## config.mk

```make
export PLATFORM = sky130hd
export DESIGN_NAME = hilbert_curve_segment_generator_unit
export DESIGN_NICKNAME = d
export VERILOG_FILES = /design/src/sv/hcsg_pkg.sv /design/src/sv/hcsg_cell.sv /design/src/sv/hcsg_scale.sv /design/src/sv/hilbert_curve_segment_generator_unit.sv
export SDC_FILE = /design/constraint.sdc
export NUM_CORES = 1
export LEC_CHECK = 0
export BUFFER_PORTS_ARGS = -buffer_cell sky130_fd_sc_hd__buf_4
export CAP_MARGIN = 20
export CORE_AREA = 2 2 149 151
export DETAILED_ROUTE_END_ITERATION = 7
export DIE_AREA = 0 0 151 153
export PLACE_DENSITY = 0.84
export RECOVER_POWER = 25
export SYNTH_ARGS = -nofsm -noshare
export SYNTH_HDL_FRONTEND = slang
export SYNTH_SLANG_ARGS = --single-unit
```

## constraint.sdc

```tcl
create_clock -name clk -period 18.4 [get_ports clk]
set_input_delay 2.76 -clock clk [delete_from_list [all_inputs] [get_ports clk]]
set_output_delay 2.76 -clock clk [all_outputs]
set_load 0.02 [all_outputs]
```

## src/sv/hcsg_pkg.sv

```systemverilog
`default_nettype none

package hcsg_pkg;

    // field and register widths
    localparam int LEN_W        = 10;
    localparam int ORD_CFG_W    = 4;
    localparam int PEN_W        = 19;
    localparam int Y_W          = 18;
    localparam int REG_IDX_W    = 1;

    localparam int MAX_ORDER_DEF = 8;

    // register indexes of the config port
    localparam logic [REG_IDX_W-1:0] REG_CURVE_ORDER    = 1'd0;
    localparam logic [REG_IDX_W-1:0] REG_INITIAL_LENGTH = 1'd1;

    // register reset values
    localparam logic [ORD_CFG_W-1:0] CURVE_ORDER_RST    = 4'd1;
    localparam logic [LEN_W-1:0]     INITIAL_LENGTH_RST = 10'd128;

    // phase value that marks a bracket with all three moves made
    localparam logic [1:0] PH_DONE = 2'd3;

    // pen move codes
    localparam logic [1:0] MV_XN = 2'd0;
    localparam logic [1:0] MV_XP = 2'd1;
    localparam logic [1:0] MV_YN = 2'd2;
    localparam logic [1:0] MV_YP = 2'd3;

    typedef enum logic [1:0] {
        BRK_A = 2'd0,
        BRK_B = 2'd1,
        BRK_C = 2'd2,
        BRK_D = 2'd3
    } brk_t;

    // descent handed from a level to the next deeper one
    typedef struct packed {
        logic vld;
        brk_t typ;
    } desc_t;

    // pen move collected along the row
    typedef struct packed {
        logic       vld;
        logic [1:0] code;
    } mv_t;

    // per-cell control
    typedef struct packed {
        logic step;
        logic bottom;
    } cell_ctl_t;

    // bracket type of sub-bracket q inside a bracket of type t
    function automatic brk_t sub_brk(input brk_t t, input logic [1:0] q);
        brk_t r;
        r = BRK_A;
        case (t)
            BRK_A:
            begin
                case (q)
                    2'd0:    r = BRK_D;
                    2'd1:    r = BRK_A;
                    2'd2:    r = BRK_A;
                    default: r = BRK_B;
                endcase
            end
            BRK_B:
            begin
                case (q)
                    2'd0:    r = BRK_C;
                    2'd1:    r = BRK_B;
                    2'd2:    r = BRK_B;
                    default: r = BRK_A;
                endcase
            end
            BRK_C:
            begin
                case (q)
                    2'd0:    r = BRK_B;
                    2'd1:    r = BRK_C;
                    2'd2:    r = BRK_C;
                    default: r = BRK_D;
                endcase
            end
            default:
            begin
                case (q)
                    2'd0:    r = BRK_A;
                    2'd1:    r = BRK_D;
                    2'd2:    r = BRK_D;
                    default: r = BRK_C;
                endcase
            end
        endcase
        return r;
    endfunction

    // move made by a bracket of type t at phase p (p at most 2)
    function automatic logic [1:0] move_code(input brk_t t, input logic [1:0] p);
        logic [1:0] r;
        r = MV_XN;
        case (t)
            BRK_A:
            begin
                case (p)
                    2'd0:    r = MV_XN;
                    2'd1:    r = MV_YP;
                    default: r = MV_XP;
                endcase
            end
            BRK_B:
            begin
                case (p)
                    2'd0:    r = MV_YN;
                    2'd1:    r = MV_XP;
                    default: r = MV_YP;
                endcase
            end
            BRK_C:
            begin
                case (p)
                    2'd0:    r = MV_XP;
                    2'd1:    r = MV_YN;
                    default: r = MV_XN;
                endcase
            end
            default:
            begin
                case (p)
                    2'd0:    r = MV_YP;
                    2'd1:    r = MV_XN;
                    default: r = MV_YN;
                endcase
            end
        endcase
        return r;
    endfunction

endpackage

`default_nettype wire

```

## src/sv/hcsg_cell.sv

```systemverilog
`default_nettype none

module hcsg_cell
    import hcsg_pkg::*;
(
    input  logic      clk,
    input  logic      rst_n,
    input  cell_ctl_t ctl,
    input  desc_t     desc_in,
    output desc_t     desc_out,
    input  logic      srch_in,
    output logic      srch_out,
    input  mv_t       mv_in,
    output mv_t       mv_out,
    output logic      active
);

    brk_t       typ_reg, typ_next;
    logic [1:0] ph_reg, ph_next;
    logic       act_reg, act_next;

    logic [1:0] ph_eff;
    logic [1:0] ph_inc;
    logic       my_step;
    logic       claim;

    assign ph_eff  = (ph_reg == PH_DONE) ? 2'd2 : ph_reg;
    assign ph_inc  = ph_eff + 2'd1;
    assign my_step = ctl.step & act_reg;
    // climb stops at the first level that still owes a move
    assign claim   = srch_in & (ph_reg != PH_DONE);

    always_comb
    begin
        desc_out = '{vld: 1'b0, typ: BRK_A};
        if (desc_in.vld)
        begin
            desc_out = '{vld: 1'b1, typ: sub_brk(desc_in.typ, 2'd0)};
        end
        else if (my_step && !ctl.bottom)
        begin
            desc_out = '{vld: 1'b1, typ: sub_brk(typ_reg, ph_inc)};
        end
    end

    assign srch_out = (srch_in & ~claim) | (my_step & ctl.bottom & (ph_inc == PH_DONE));
    assign mv_out   = mv_in.vld ? mv_in : mv_t'{vld: my_step, code: move_code(typ_reg, ph_eff)};
    assign active   = act_reg;

    always_comb
    begin
        typ_next = typ_reg;
        ph_next  = ph_reg;
        act_next = act_reg;
        if (desc_in.vld)
        begin
            typ_next = desc_in.typ;
            ph_next  = 2'd0;
            act_next = ctl.bottom;
        end
        else if (claim)
        begin
            act_next = 1'b1;
        end
        else if (my_step)
        begin
            ph_next  = ph_inc;
            act_next = ctl.bottom & (ph_inc != PH_DONE);
        end
    end

    always_ff @(posedge clk or negedge rst_n)
    begin
        if (!rst_n)
        begin
            typ_reg <= BRK_A;
            ph_reg  <= 2'd0;
            act_reg <= 1'b0;
        end
        else
        begin
            typ_reg <= typ_next;
            ph_reg  <= ph_next;
            act_reg <= act_next;
        end
    end

endmodule

`default_nettype wire

```

## src/sv/hcsg_scale.sv

```systemverilog
`default_nettype none

module hcsg_scale
    import hcsg_pkg::*;
#(
    parameter int MAX_ORDER = MAX_ORDER_DEF
)
(
    input  logic [LEN_W-1:0]                 len,
    input  logic [$clog2(MAX_ORDER+1)-1:0]   ord,
    output logic [LEN_W-1:0]                 quot
);

    localparam int OW = $clog2(MAX_ORDER + 1);
    // exact for len < 2^LEN_W and ord <= MAX_ORDER
    localparam int K  = LEN_W + $clog2(MAX_ORDER);
    localparam int RW = K + 1;
    localparam int PW = LEN_W + RW;

    logic [RW-1:0] recip_tab [MAX_ORDER];
    logic [RW-1:0] recip;
    logic [PW-1:0] prod;

    for (genvar d = 1; d <= MAX_ORDER; d++)
    begin : g_recip
        localparam logic [RW-1:0] RC = RW'(((64'd1 << K) + d - 1) / d);
        assign recip_tab[d-1] = RC;
    end

    always_comb
    begin
        recip = '0;
        for (int d = 0; d < MAX_ORDER; d++)
        begin
            if (ord == OW'(d + 1))
            begin
                recip = recip_tab[d];
            end
        end
    end

    assign prod = PW'(len) * PW'(recip);
    assign quot = prod[K+LEN_W-1:K];

endmodule

`default_nettype wire

```

## src/sv/hilbert_curve_segment_generator_unit.sv

```systemverilog
// a tick's segment item is loaded into the output stage when the tick is accepted and is shown in the next cycle
// throughput: one segment per cycle while out_ready keeps the output free; a restart tick gives no item
// the active level, its move and the next descent or climb settle along the cell row
// reset: no curve running, ticks give nothing until a restart; order 1, length 128
// no clearing pass is needed after reset
`default_nettype none

module hilbert_curve_segment_generator_unit
    import hcsg_pkg::*;
#(
    parameter int MAX_ORDER = MAX_ORDER_DEF
)
(
    input  logic                    clk,
    input  logic                    rst_n,

    // config write port
    input  logic                    cfg_wr_en,
    input  logic [REG_IDX_W-1:0]    cfg_index,
    input  logic [LEN_W-1:0]        cfg_data,

    // tick items
    input  logic                    in_valid,
    output logic                    in_ready,
    input  logic                    restart,

    // segment items
    output logic                    out_valid,
    input  logic                    out_ready,
    output logic signed [PEN_W-1:0] start_x,
    output logic [Y_W-1:0]          start_y,
    output logic signed [PEN_W-1:0] end_x,
    output logic [Y_W-1:0]          end_y,
    output logic                    last_segment
);

    localparam int OW = $clog2(MAX_ORDER + 1);
    localparam int CW = (OW > ORD_CFG_W) ? OW : ORD_CFG_W;

    // config registers
    logic [ORD_CFG_W-1:0] curve_order_reg;
    logic [LEN_W-1:0]     initial_length_reg;

    // curve state outside the cells
    logic [OW-1:0]        order_reg, order_next;
    logic [LEN_W-1:0]     step_length_reg, step_length_next;
    logic [PEN_W-1:0]     pen_x_reg, pen_x_next;
    logic [PEN_W-1:0]     pen_y_reg, pen_y_next;
    logic                 done_reg, done_next;

    // output stage
    logic                 out_valid_reg, out_valid_next;
    logic [PEN_W-1:0]     start_x_reg, start_x_next;
    logic [PEN_W-1:0]     start_y_reg, start_y_next;
    logic [PEN_W-1:0]     end_x_reg, end_x_next;
    logic [PEN_W-1:0]     end_y_reg, end_y_next;
    logic                 last_reg, last_next;

    logic                 accept;
    logic                 restart_go;
    logic                 step_go;
    logic [CW-1:0]        cfg_ord_ext;
    logic [OW-1:0]        ord_clamped;
    logic [OW-1:0]        eff_order;
    logic [LEN_W-1:0]     quot;
    logic [PEN_W-1:0]     step_ext;
    logic                 fell_off;

    // cell row chains: descent and moves run toward deeper levels, the climb runs up
    desc_t                desc_c [MAX_ORDER+1];
    mv_t                  mv_c   [MAX_ORDER+1];
    logic                 srch_c [MAX_ORDER+1];
    cell_ctl_t            ctl_c  [MAX_ORDER];
    logic [MAX_ORDER-1:0] act_vec;

    // output register frees up when taken, so a new tick can go in the same cycle
    assign in_ready   = ~out_valid_reg | out_ready;
    assign accept     = in_valid & in_ready;
    assign restart_go = accept & restart;
    assign step_go    = accept & ~restart & ~done_reg;

    // config writes
    always_ff @(posedge clk or negedge rst_n)
    begin
        if (!rst_n)
        begin
            curve_order_reg    <= CURVE_ORDER_RST;
            initial_length_reg <= INITIAL_LENGTH_RST;
        end
        else if (cfg_wr_en)
        begin
            case (cfg_index)
                REG_CURVE_ORDER:    curve_order_reg    <= cfg_data[ORD_CFG_W-1:0];
                REG_INITIAL_LENGTH: initial_length_reg <= cfg_data;
                default:            ;
            endcase
        end
    end

    // order zero acts as one, orders past the row act as the row depth
    always_comb
    begin
        cfg_ord_ext = CW'(curve_order_reg);
        if (cfg_ord_ext == '0)
        begin
            cfg_ord_ext = CW'(1);
        end
        else if (cfg_ord_ext > CW'(MAX_ORDER))
        begin
            cfg_ord_ext = CW'(MAX_ORDER);
        end
    end

    assign ord_clamped = cfg_ord_ext[OW-1:0];
    // on restart the deepest level comes from the new order
    assign eff_order   = restart_go ? ord_clamped : order_reg;

    // step length = initial_length / order, through a reciprocal multiply
    hcsg_scale #(
        .MAX_ORDER (MAX_ORDER)
    ) u_scale (
        .len  (initial_length_reg),
        .ord  (ord_clamped),
        .quot (quot)
    );

    // the row of level cells, level 0 first
    assign desc_c[0]         = '{vld: restart_go, typ: BRK_A};
    assign mv_c[0]           = '{vld: 1'b0, code: MV_XN};
    assign srch_c[MAX_ORDER] = 1'b0;

    for (genvar i = 0; i < MAX_ORDER; i++)
    begin : g_cell
        assign ctl_c[i] = '{step: step_go, bottom: (eff_order == OW'(i + 1))};

        hcsg_cell u_cell (
            .clk      (clk),
            .rst_n    (rst_n),
            .ctl      (ctl_c[i]),
            .desc_in  (desc_c[i]),
            .desc_out (desc_c[i+1]),
            .srch_in  (srch_c[i+1]),
            .srch_out (srch_c[i]),
            .mv_in    (mv_c[i]),
            .mv_out   (mv_c[i+1]),
            .active   (act_vec[i])
        );
    end

    // climb ran past level 0: the curve is complete
    assign fell_off = srch_c[0];
    assign step_ext = PEN_W'(step_length_reg);

    // pen and curve bookkeeping
    always_comb
    begin
        order_next       = order_reg;
        step_length_next = step_length_reg;
        pen_x_next       = pen_x_reg;
        pen_y_next       = pen_y_reg;
        done_next        = done_reg;
        if (restart_go)
        begin
            order_next       = ord_clamped;
            step_length_next = quot;
            pen_x_next       = '0;
            pen_y_next       = '0;
            done_next        = 1'b0;
        end
        else if (step_go)
        begin
            if (mv_c[MAX_ORDER].vld)
            begin
                case (mv_c[MAX_ORDER].code)
                    MV_XN:   pen_x_next = pen_x_reg - step_ext;
                    MV_XP:   pen_x_next = pen_x_reg + step_ext;
                    MV_YN:   pen_y_next = pen_y_reg - step_ext;
                    default: pen_y_next = pen_y_reg + step_ext;
                endcase
            end
            if (fell_off)
            begin
                done_next = 1'b1;
            end
        end
    end

    // output stage: one segment item per stepping tick
    always_comb
    begin
        out_valid_next = out_valid_reg & ~out_ready;
        start_x_next   = start_x_reg;
        start_y_next   = start_y_reg;
        end_x_next     = end_x_reg;
        end_y_next     = end_y_reg;
        last_next      = last_reg;
        if (step_go)
        begin
            out_valid_next = 1'b1;
            start_x_next   = pen_x_reg;
            start_y_next   = pen_y_reg;
            end_x_next     = pen_x_next;
            end_y_next     = pen_y_next;
            last_next      = fell_off;
        end
    end

    always_ff @(posedge clk or negedge rst_n)
    begin
        if (!rst_n)
        begin
            order_reg       <= OW'(1);
            step_length_reg <= '0;
            pen_x_reg       <= '0;
            pen_y_reg       <= '0;
            done_reg        <= 1'b1;
            out_valid_reg   <= 1'b0;
        end
        else
        begin
            order_reg       <= order_next;
            step_length_reg <= step_length_next;
            pen_x_reg       <= pen_x_next;
            pen_y_reg       <= pen_y_next;
            done_reg        <= done_next;
            out_valid_reg   <= out_valid_next;
        end
    end

    // payload, no reset needed
    always_ff @(posedge clk)
    begin
        start_x_reg <= start_x_next;
        start_y_reg <= start_y_next;
        end_x_reg   <= end_x_next;
        end_y_reg   <= end_y_next;
        last_reg    <= last_next;
    end

    assign out_valid    = out_valid_reg;
    assign start_x      = start_x_reg;
    assign start_y      = start_y_reg[Y_W-1:0];
    assign end_x        = end_x_reg;
    assign end_y        = end_y_reg[Y_W-1:0];
    assign last_segment = last_reg;

`ifndef SYNTH
    // at most one level is active at a time
    a_act_onehot0: assert property (@(posedge clk) disable iff (!rst_n)
        $onehot0(act_vec))
        else $error("more than one active level");

    // a running curve always has exactly one active level
    a_run_has_level: assert property (@(posedge clk) disable iff (!rst_n)
        !done_reg |-> $onehot(act_vec))
        else $error("running curve without an active level");

    // a last segment on the output means the curve has ended
    a_last_done: assert property (@(posedge clk) disable iff (!rst_n)
        (out_valid_reg && last_reg) |-> done_reg)
        else $error("last segment shown while curve still running");

    // ticks after the end of a curve give no item
    a_no_item_when_done: assert property (@(posedge clk) disable iff (!rst_n)
        (accept && !restart && done_reg) |=> !out_valid_reg)
        else $error("item produced after curve end");
`endif

endmodule

`default_nettype wire
```

==> impl_metrics.ini, run 1 <==
[run_status]
status = complete, but fails checks
violations = capacitance limit, slew limit

[sta]
finalSetupViolCount = 0
min_period_over_period = 0.505
slew_headroom = -1.57
finalHoldViolations = 0
min_period_ns = 9.29
setup_tns_ns = 0
fin_skew_ns = 0.0172
report.final.slew_viol_count = 108
rsz0062_at_grt = false
fmax_mhz = 108
worstMarginPinSlew_ns = 3.86

[routing]
drt-initial-drc-count = 861
firstDrtPassIters = 5
via_per_inst = 5.97
drt-total-wl_mm = 32.3
num_vias = 10600
drc = 0
wl_per_cell_um = 18.2
drtAntennaViolNets = 0

[clocking]
cts.sink_count = 180
cts_root_buffer = clkbuf_16
clk_latency_ns = 0.44
h-tree-depth = 4
cts_setup_buffers = 0
cts_tree = done
ctsHoldBuffers = 0
clk_pin_slew_ns = 0.07
cts_made_buffers = 17
cts.path.max_buffers = 2
postCtsResizedCells = 0

[power_and_ir_drop]
p_total_w = 0.00229
ir_drop_mv = 0.0866
leakagePower_nw = 6.94
p_per_area_nw_per_um2 = 151

[die]
coreArea_um2 = 21500
dieWidth_um = 151
num_rows = 54
io_pins = 94
initial_core_util = 0.643
die-area_um2 = 23100
die_h_um = 153

[layout]
fill_cells = 1625
multi_input_area_um2 = 8100
synthToLayoutAreaGrowth_pct = 9.92
drive_above_1_share = 0.115
layout.nets = 1679
seq_area_um2 = 4880
num_antenna_cells = 0

[global_routing]
grt_max_degree = 72
track_usage = 0.295
globalRouteOverflowTotal = 0
antenna_found_initial = 0
grt_pass1_wl_mm = 53.9
grt_pass1_vias = 10800

[critical_path]
crit_fanout = 29
start_kind = primary input
cp_data_arrival_time_ns = 9.56
required_ns = 18.68
setup.worst_path.end_class = register
worst-setup-path-type = in2reg

[synth]
synth_edf_count = 75
synthFlopType = dfrtp_1
syn_inst = 1411
synth_top_area_share = 0.183
avgSynthCellArea_um2 = 9.78
syn-num-nets = 1612
synth-seq-cells = 180
mappedNetlistArea_um2 = 13800
yosysSeqAreaShare = 0.354
synth_largest_area_cell = dfrtp_1
async_flop_share = 0.583
ys_top_cells_by_area = dfrtp_1, edfxtp_1, fa_1
yosys_warnings = 0
synth_cell_type_count = 85

[place]
io_buffers = 93
hpwl_mm = 24.0
gp_congestion = 0.926

[job]
drv_cap = 2

[min_path]
hold_class = reg2reg
metrics by stage:
stage                     cells  hold slack, ns   util  setup slack, ns  cell area [um^2]
after floorplan            1411           0.446      -            11.67             13800
after global placement     1739           0.468  0.683            10.20             14700
after detailed placement   1739           0.470  0.683            10.01             14700
after CTS                  1771           0.488  0.710            10.43             15300
after global routing       1771           0.509  0.706             8.68             15200
final                      1771           0.486  0.706             9.11             15200
synth_stat cells (14+ instances only):
cell type,count
a21o_1,14
nor2b_1,17
nand2b_1,20
a21oi_1,72
xor2_1,23
xnor2_1,47
o21ai_0,64
o211ai_1,17
nand3_1,23
ha_1,90
mux2_2,16
clkbuf_1,32
nand2_1,172
nor3_1,22
and2_1,68
edfxtp_1,75
mux2i_1,16
dfrtp_1,101
fa_1,94
inv_1,145
nor2_1,83
cells by family after synthesis:
logic type                 share of synthesized area
and+or+nand+nor                                0.172
muxes                                         0.0247
xor gates and xnor gates                      0.0444
DFF                                            0.354
buffers and inverters                         0.0600
adders and majority gates                      0.218
AOI/OAI and AO/OA                              0.127
worst max-delay path, cell delays in order:
cell and delay [ns]:
buf_4 0.11, nor2b_1 0.78, clkinvlp_2 0.94, nand3_2 0.45, clkinv_2 0.46, a211o_1 0.42
o211ai_1 0.18, o21ai_2 0.18, nor2_1 0.59, mux2_2 0.45, inv_2 0.05, ha_1 0.20
nor2b_1 0.14, o31a_1 0.27, o31a_1 0.28, o211ai_1 0.21, a21oi_1 0.11, nor4_1 0.35
o21ai_0 0.17, a21oi_1 0.21, mux2i_1 0.23
placed cells by master, fill, tap and decap left out, drive strengths merged, types with 4 or more instances in the layout:
| master | instances |
|---|---|
| nor2 | 84 |
| o2111ai | 5 |
| o21ai | 75 |
| o211ai | 17 |
| dfstp | 4 |
| fa | 94 |
| clkbuf | 39 |
| nor4 | 10 |
| mux2i | 16 |
| inv | 153 |
| buf | 80 |
| ha | 90 |
| clkinv | 6 |
| nor3 | 22 |
| xnor2 | 47 |
| nand3b | 4 |
| nor2b | 19 |
| a2111oi | 4 |
| or3 | 11 |
| or2 | 11 |
| nand4 | 7 |
| edfxtp | 75 |
| o31ai | 7 |
| xor2 | 23 |
| and2 | 68 |
| clkinvlp | 5 |
| a31oi | 14 |
| o21a | 7 |
| mux2 | 16 |
| nand3 | 26 |
| nand2b | 20 |
| a211oi | 12 |
| dfrtp | 101 |
| and3 | 10 |
| nand2 | 174 |
| a21oi | 73 |
| a21o | 14 |
report_power, final:
group | switching [W] | internal (W) | leakage, nW
clock | 0.000184 | 0.000182 | 0.274
sequential | 0.0000988 | 0.000525 | 2.07
combinational | 0.000753 | 0.000549 | 4.59
total | 0.00104 | 0.00126 | 6.94
metal layers:
metal | global-route usage | wire [um]
met1 | 0.394 | 13400
met2 | 0.492 | 16000
met3 | 0.0481 | 2020
met4 | 0.101 | 838
met5 | 0 | 0
final timing paths:
check / startpoint / endpoint / slack, ns / cells past startpoint
worst max-delay path: out_ready / end_y_reg[17]$_DFFE_PP_ / 9.11 / 21
worst min-delay path: pen_y_reg[9]$_DFF_PN0_ / start_y_reg[9]$_DFFE_PP_ / 0.49 / 0
worst max register to register: curve_order_reg[3]$_DFFE_PN0P_ / step_length_reg[9]$_DFFE_PN0P_ / 10.54 / 24
worst min register to register: pen_y_reg[9]$_DFF_PN0_ / start_y_reg[9]$_DFFE_PP_ / 0.49 / 0
max in group asynchronous: rst_n / step_length_reg[2]$_DFFE_PN0P_ / 10.88 / 2
min in group asynchronous: rst_n / pen_y_reg[14]$_DFF_PN0_ / 2.95 / 1
layout make-up:
class                   instances  share of cell area
clock buffers                  17              0.0280
clock inverters                15              0.0106
inverters                     149              0.0370
multi-input cells            1028               0.534
flip-flops and latches        180               0.322
well taps                     280              0.0231
repair buffers                102              0.0453
(Power assumes the default switching activity.)
==> run 2, diff against run 1 <==
CORE_AREA = 2 2 161 163   (was 2 2 149 151)
DIE_AREA = 0 0 163 165   (was 0 0 151 153)
PLACE_DENSITY = 0.76   (was 0.84)
clock period = 8.4 ns   (was 18.4 ns; I/O delays follow)
==> run 2 against run 1 <==
- clock skew increased by 0.0019 ns
- critical path depth increased by 3
- the run still ends with capacitance limit, slew limit left
- final cell count increased by 2.9%
- worst hold slack improved by 0.0042 ns
- via count decreased by 0.74%
- sequential share of layout area decreased by 0.36 points
- first-iteration DRC count decreased by 10%
- sequential power increased by 120%
- non-clock buffer count increased by 1
- count of clock-buffer cells in the layout unchanged
- highest routed layer unchanged
==> impl_metrics.ini, run 2 (same netlist as run 1, synthesis figures left out) <==
[run_status]
status = complete, but fails checks
violations = capacitance limit, slew limit

[global_routing]
grt_pass1_vias = 10500
gr-usage-met2 = 0.414
busiest_layer = met2
grt_max_degree = 66
grt_use_met3 = 0.0424
antenna_found_initial = 0
track_usage = 0.248
met1_usage = 0.333
grt_pass1_wl_mm = 53.0
globalRouteOverflowTotal = 0

[die]
die-area_um2 = 26900
io_pins = 94
initial_core_util = 0.551
dieWidth_um = 163
coreArea_um2 = 25000
num_rows = 58
die_h_um = 165

[sta]
min_period_ns = 7.27
rsz0062_at_grt = false
fmax_mhz = 137
setup_tns_ns = 0
min_period_over_period = 0.866
fin_skew_ns = 0.0191
finalSetupViolCount = 0
worstMarginPinSlew_ns = 3.11
finalHoldViolations = 0
report.final.slew_viol_count = 108
slew_headroom = -1.07
fin_ws_ns = 1.13

[min_path]
min_from = pen_x_reg[7]$_DFF_PN0_
hold_class = reg2reg
hold-path-endpoint = start_x[7]$_DFFE_PP_
whs_path_depth = 0

[critical_path]
timing.rr.start = curve_order_reg[3]$_DFFE_PN0P_
required_ns = 8.70
crit_fanout = 14
r2r-end = step_length_reg[9]$_DFFE_PN0P_
cp_data_arrival_time_ns = 7.58
crit_path_top_delay_cell = a21boi_1
reg2reg_slack_ns = 1.13
worst-setup-path-type = reg2reg
r2r_cells = 24
max_stage_delay_ns = 0.71
path_cells = nand2b_1 -> nor2_1 -> a21boi_1 -> nand2_1 -> fa_1 -> inv_1 -> fa_1 -> inv_1 -> fa_1 -> inv_1 -> fa_1 -> inv_1 -> fa_1 -> inv_1 -> ha_1 -> a2111oi_0 -> o21ai_0 -> o2111ai_1 -> nand3_1 -> nand2_1 -> o2111ai_1 -> o31ai_1 -> xnor2_1 -> o21ai_0
start_kind = register
setup.worst_path.end_class = register

[power_and_ir_drop]
leakagePower_nw = 7.03
p_total_w = 0.00505
p_per_area_nw_per_um2 = 329
ir_drop_mv = 0.187

[layout]
final_common_cell = nand2_1
final_util = 0.613
fin_cells = 1822
mostFrequentLayoutCells = nand2_1, inv_1, dfrtp_1
synthToLayoutAreaGrowth_pct = 11.2
num_antenna_cells = 0
layout.nets = 1680
drive_above_1_share = 0.125

[routing]
drt-initial-drc-count = 772
drc = 0
wl_per_cell_um = 17.5
via_per_inst = 5.76
firstDrtPassIters = 5
num_vias = 10500
drt-total-wl_mm = 31.8
drtAntennaViolNets = 0

[clocking]
cts_made_buffers = 17
cts_root_buffer = clkbuf_16
cts.sink_count = 180
cts_tree = done
cts.path.max_buffers = 2
ctsHoldBuffers = 0
postCtsResizedCells = 0
clk_latency_ns = 0.45
h-tree-depth = 4
cts_setup_buffers = 0
clk_pin_slew_ns = 0.08

[job]
drv_cap = 2

[place]
dp.cells = 1790
io_buffers = 93
detailedPlace.worstSlack_ns = 1.27
hpwl_mm = 23.9
gp_congestion = 0.942
-- run 2: critical path, delay by kind of cell (launching register included) --
kind | cells | cell delay (ns)
adder cells (fa/ha/maj) | 6 | 2.79
AO/OA/AOI/OAI | 7 | 2.16
AND/OR/NAND/NOR | 5 | 1.22
flip-flops | 1 | 0.55
buffers and inverters | 5 | 0.25
XOR/XNOR | 1 | 0.15
-- run 2: power by group --
| group | leakage, nW | switching (W) | internal [W] |
|---|---|---|---|
| combinational | 4.65 | 0.00163 | 0.00121 |
| sequential | 2.07 | 0.000210 | 0.00115 |
| clock | 0.307 | 0.000431 | 0.000418 |
-- run 2: worst max-delay path by stage --
stage | from | to | slack (ns)
floorplan | curve_order_reg[3]$_DFFE_PN0P_ | step_length_reg[9]$_DFFE_PN0P_ | 2.12
global placement | curve_order_reg[3]$_DFFE_PN0P_ | step_length_reg[9]$_DFFE_PN0P_ | 1.55
detailed placement | curve_order_reg[3]$_DFFE_PN0P_ | step_length_reg[9]$_DFFE_PN0P_ | 1.27
CTS | curve_order_reg[3]$_DFFE_PN0P_ | step_length_reg[9]$_DFFE_PN0P_ | 1.23
global route | curve_order_reg[3]$_DFFE_PN0P_ | step_length_reg[9]$_DFFE_PN0P_ | 0.50
finish | curve_order_reg[3]$_DFFE_PN0P_ | step_length_reg[9]$_DFFE_PN0P_ | 1.13
-- run 2: final cells by class --
cell class,count,area [um^2]
Multi-Input combinational cell,1028,8100
Fill cell,2095,9690
Clock inverter,15,210
Clock buffer,17,425
Inverter,149,563
Sequential cell,180,4880
Timing Repair Buffer,103,747
Tap cell,330,413
-- run 2: stage by stage --
| step | cell area, um^2 | hold WS [ns] |
|---|---|---|
| finish | 15300 | 0.490 |
| global route | 15300 | 0.515 |
| CTS | 15400 | 0.498 |
| detailed placement | 14700 | 0.480 |
| global placement | 14700 | 0.471 |
| floorplan | 13800 | 0.446 |
-- run 2: routing by layer --
metal	share of wire	vias to the layer above
met2	0.48	371
li1	-	4952
met4	0.023	0
met5	0	-
met3	0.063	62
met1	0.44	5103
==> run 3, diff against run 2 <==
GPL_TIMING_DRIVEN = 0   (was not set)
==> run 3 against run 2 <==
- the flow still finishes with violations (capacitance limit, slew limit)
- combinational power is 1% higher
- largest cell class unchanged
- worst hold slack worse by 0.011 ns
- sequential share of layout area is 0.47 points lower
- critical path depth increased by 1
- maximum frequency fell by 6.9%
- final area is 1.5% higher
- core utilization grew 0.92 points
- global-route usage grew 0.80 points
- flip-flop and latch count stayed put
- power decreased by 0.30%
==> impl_metrics.ini, run 3 (same netlist as run 1, synthesis figures left out) <==
[layout]
layout.nets = 1727
multi_input_area_um2 = 8090
fin_area_um2 = 15600
mostFrequentLayoutCells = nand2_1, inv_1, dfrtp_1
synthToLayoutAreaGrowth_pct = 12.8
num_antenna_cells = 0
seq_area_um2 = 4880
fin_cells = 1869
final_common_cell = nand2_1
fill_cells = 2063
drive_above_1_share = 0.133

[job]
drv_cap = 2

[clocking]
postCtsResizedCells = 0
cts.sink_count = 180
h-tree-depth = 4
cts_setup_buffers = 0
clk_pin_slew_ns = 0.08
cts_tree = done
cts_made_buffers = 17
ctsHoldBuffers = 0
cts_root_buffer = clkbuf_16
clk_latency_ns = 0.44
cts.path.max_buffers = 2

[die]
num_rows = 58
initial_core_util = 0.551
die-area_um2 = 26900
coreArea_um2 = 25000
io_pins = 94
dieWidth_um = 163
die_h_um = 165

[power_and_ir_drop]
ir_drop_mv = 0.189
leakagePower_nw = 7.16
p_total_w = 0.00503
p_per_area_nw_per_um2 = 323

[global_routing]
grt_max_degree = 71
grt_pass1_wl_mm = 54.0
track_usage = 0.256
globalRouteOverflowTotal = 0
antenna_found_initial = 0
grt_pass1_vias = 10700

[routing]
drtAntennaViolNets = 0
via_per_inst = 5.69
drt-initial-drc-count = 847
drt-total-wl_mm = 32.9
drc = 0
num_vias = 10600
wl_per_cell_um = 17.6
firstDrtPassIters = 7

[run_status]
status = complete, but fails checks
violations = capacitance limit, slew limit

[critical_path]
start_kind = register
r2r-end = step_length_reg[9]$_DFFE_PN0P_
worst-setup-path-type = reg2reg
required_ns = 8.70
setup.worst_path.end_class = register
timing.rr.start = curve_order_reg[3]$_DFFE_PN0P_
max_stage_delay_ns = 0.82
r2r_cells = 25
crit_fanout = 10
reg2reg_slack_ns = 0.59
cp_data_arrival_time_ns = 8.11
crit_path_top_delay_cell = a21boi_1

[place]
place_area_um2 = 15000
io_buffers = 93
dp.cells = 1837
hpwl_mm = 24.9
gp_congestion = 0.901

[sta]
setup_tns_ns = 0
fin_skew_ns = 0.0159
min_period_ns = 7.81
report.final.slew_viol_count = 108
min_period_over_period = 0.930
fmax_mhz = 128
slew_headroom = -1.62
finalHoldViolations = 0
finalSetupViolCount = 0
rsz0062_at_grt = false
worstMarginPinSlew_ns = 3.93

[min_path]
hold_class = reg2reg
hold-path-endpoint = start_y_reg[17]$_DFFE_PP_
whs_path_depth = 0
min_from = pen_y_reg[17]$_DFF_PN0_
[run 3: cell count changes in the layout (fill, tap and decap cells not counted), sizes merged]
cell / change
buf: +21
clkbuf: +26
clkinv: +1
clkinvlp: +1
inv: -2
[run 3: critical path: cells and delay by family (launching register included)]
family          cells  cell delay [ns]
fa+ha+maj           6             2.86
compound gates      7             2.41
simple gates        5             1.33
buf+inv             6             0.48
flops               1             0.43
xor+xnor            1             0.17
[run 3: final cells by class]
cell class,instances,area share
plain buffers,54,0.0173
well taps,330,0.0265
inverters,149,0.0361
flip-flops and latches,180,0.314
clock buffers,17,0.0273
clock inverters,15,0.0127
repair buffers,96,0.0471
multi-input cells,1028,0.520
[run 3: power breakdown]
part / leakage (nW) / internal (W) / switching (W)
combinational: 4.78 / 0.00122 / 0.00166
sequential: 2.07 / 0.00115 / 0.000161
clock: 0.297 / 0.000411 / 0.000428
total: 7.16 / 0.00278 / 0.00225
[run 3: worst max path at each step]
stage / slack [ns] / end / startpoint
detailed placement: 0.66 / step_length_reg[9]$_DFFE_PN0P_ / curve_order_reg[3]$_DFFE_PN0P_
CTS: 0.64 / step_length_reg[9]$_DFFE_PN0P_ / curve_order_reg[3]$_DFFE_PN0P_
finish: 0.59 / step_length_reg[9]$_DFFE_PN0P_ / curve_order_reg[3]$_DFFE_PN0P_
global placement: 0.77 / step_length_reg[9]$_DFFE_PN0P_ / curve_order_reg[3]$_DFFE_PN0P_
floorplan: 2.12 / step_length_reg[9]$_DFFE_PN0P_ / curve_order_reg[3]$_DFFE_PN0P_
global route: 0.04 / step_length_reg[9]$_DFFE_PN0P_ / curve_order_reg[3]$_DFFE_PN0P_
[run 3: metal layers]
metal  global-route usage  routed length [um]
met2                0.431               16000
met5                    0                   0
met4                0.101                1070
met3               0.0299                1660
met1                0.340               14200
[run 3: per-stage QoR]
| step | hold slack (ns) | util | setup WS, ns |
|---|---|---|---|
| after floorplan | 0.446 | - | 2.12 |
| after global placement | 0.458 | 0.596 | 0.765 |
| after detailed placement | 0.465 | 0.598 | 0.661 |
| after CTS | 0.483 | 0.623 | 0.643 |
| after global routing | 0.497 | 0.622 | 0.0423 |
| final | 0.480 | 0.622 | 0.586 |
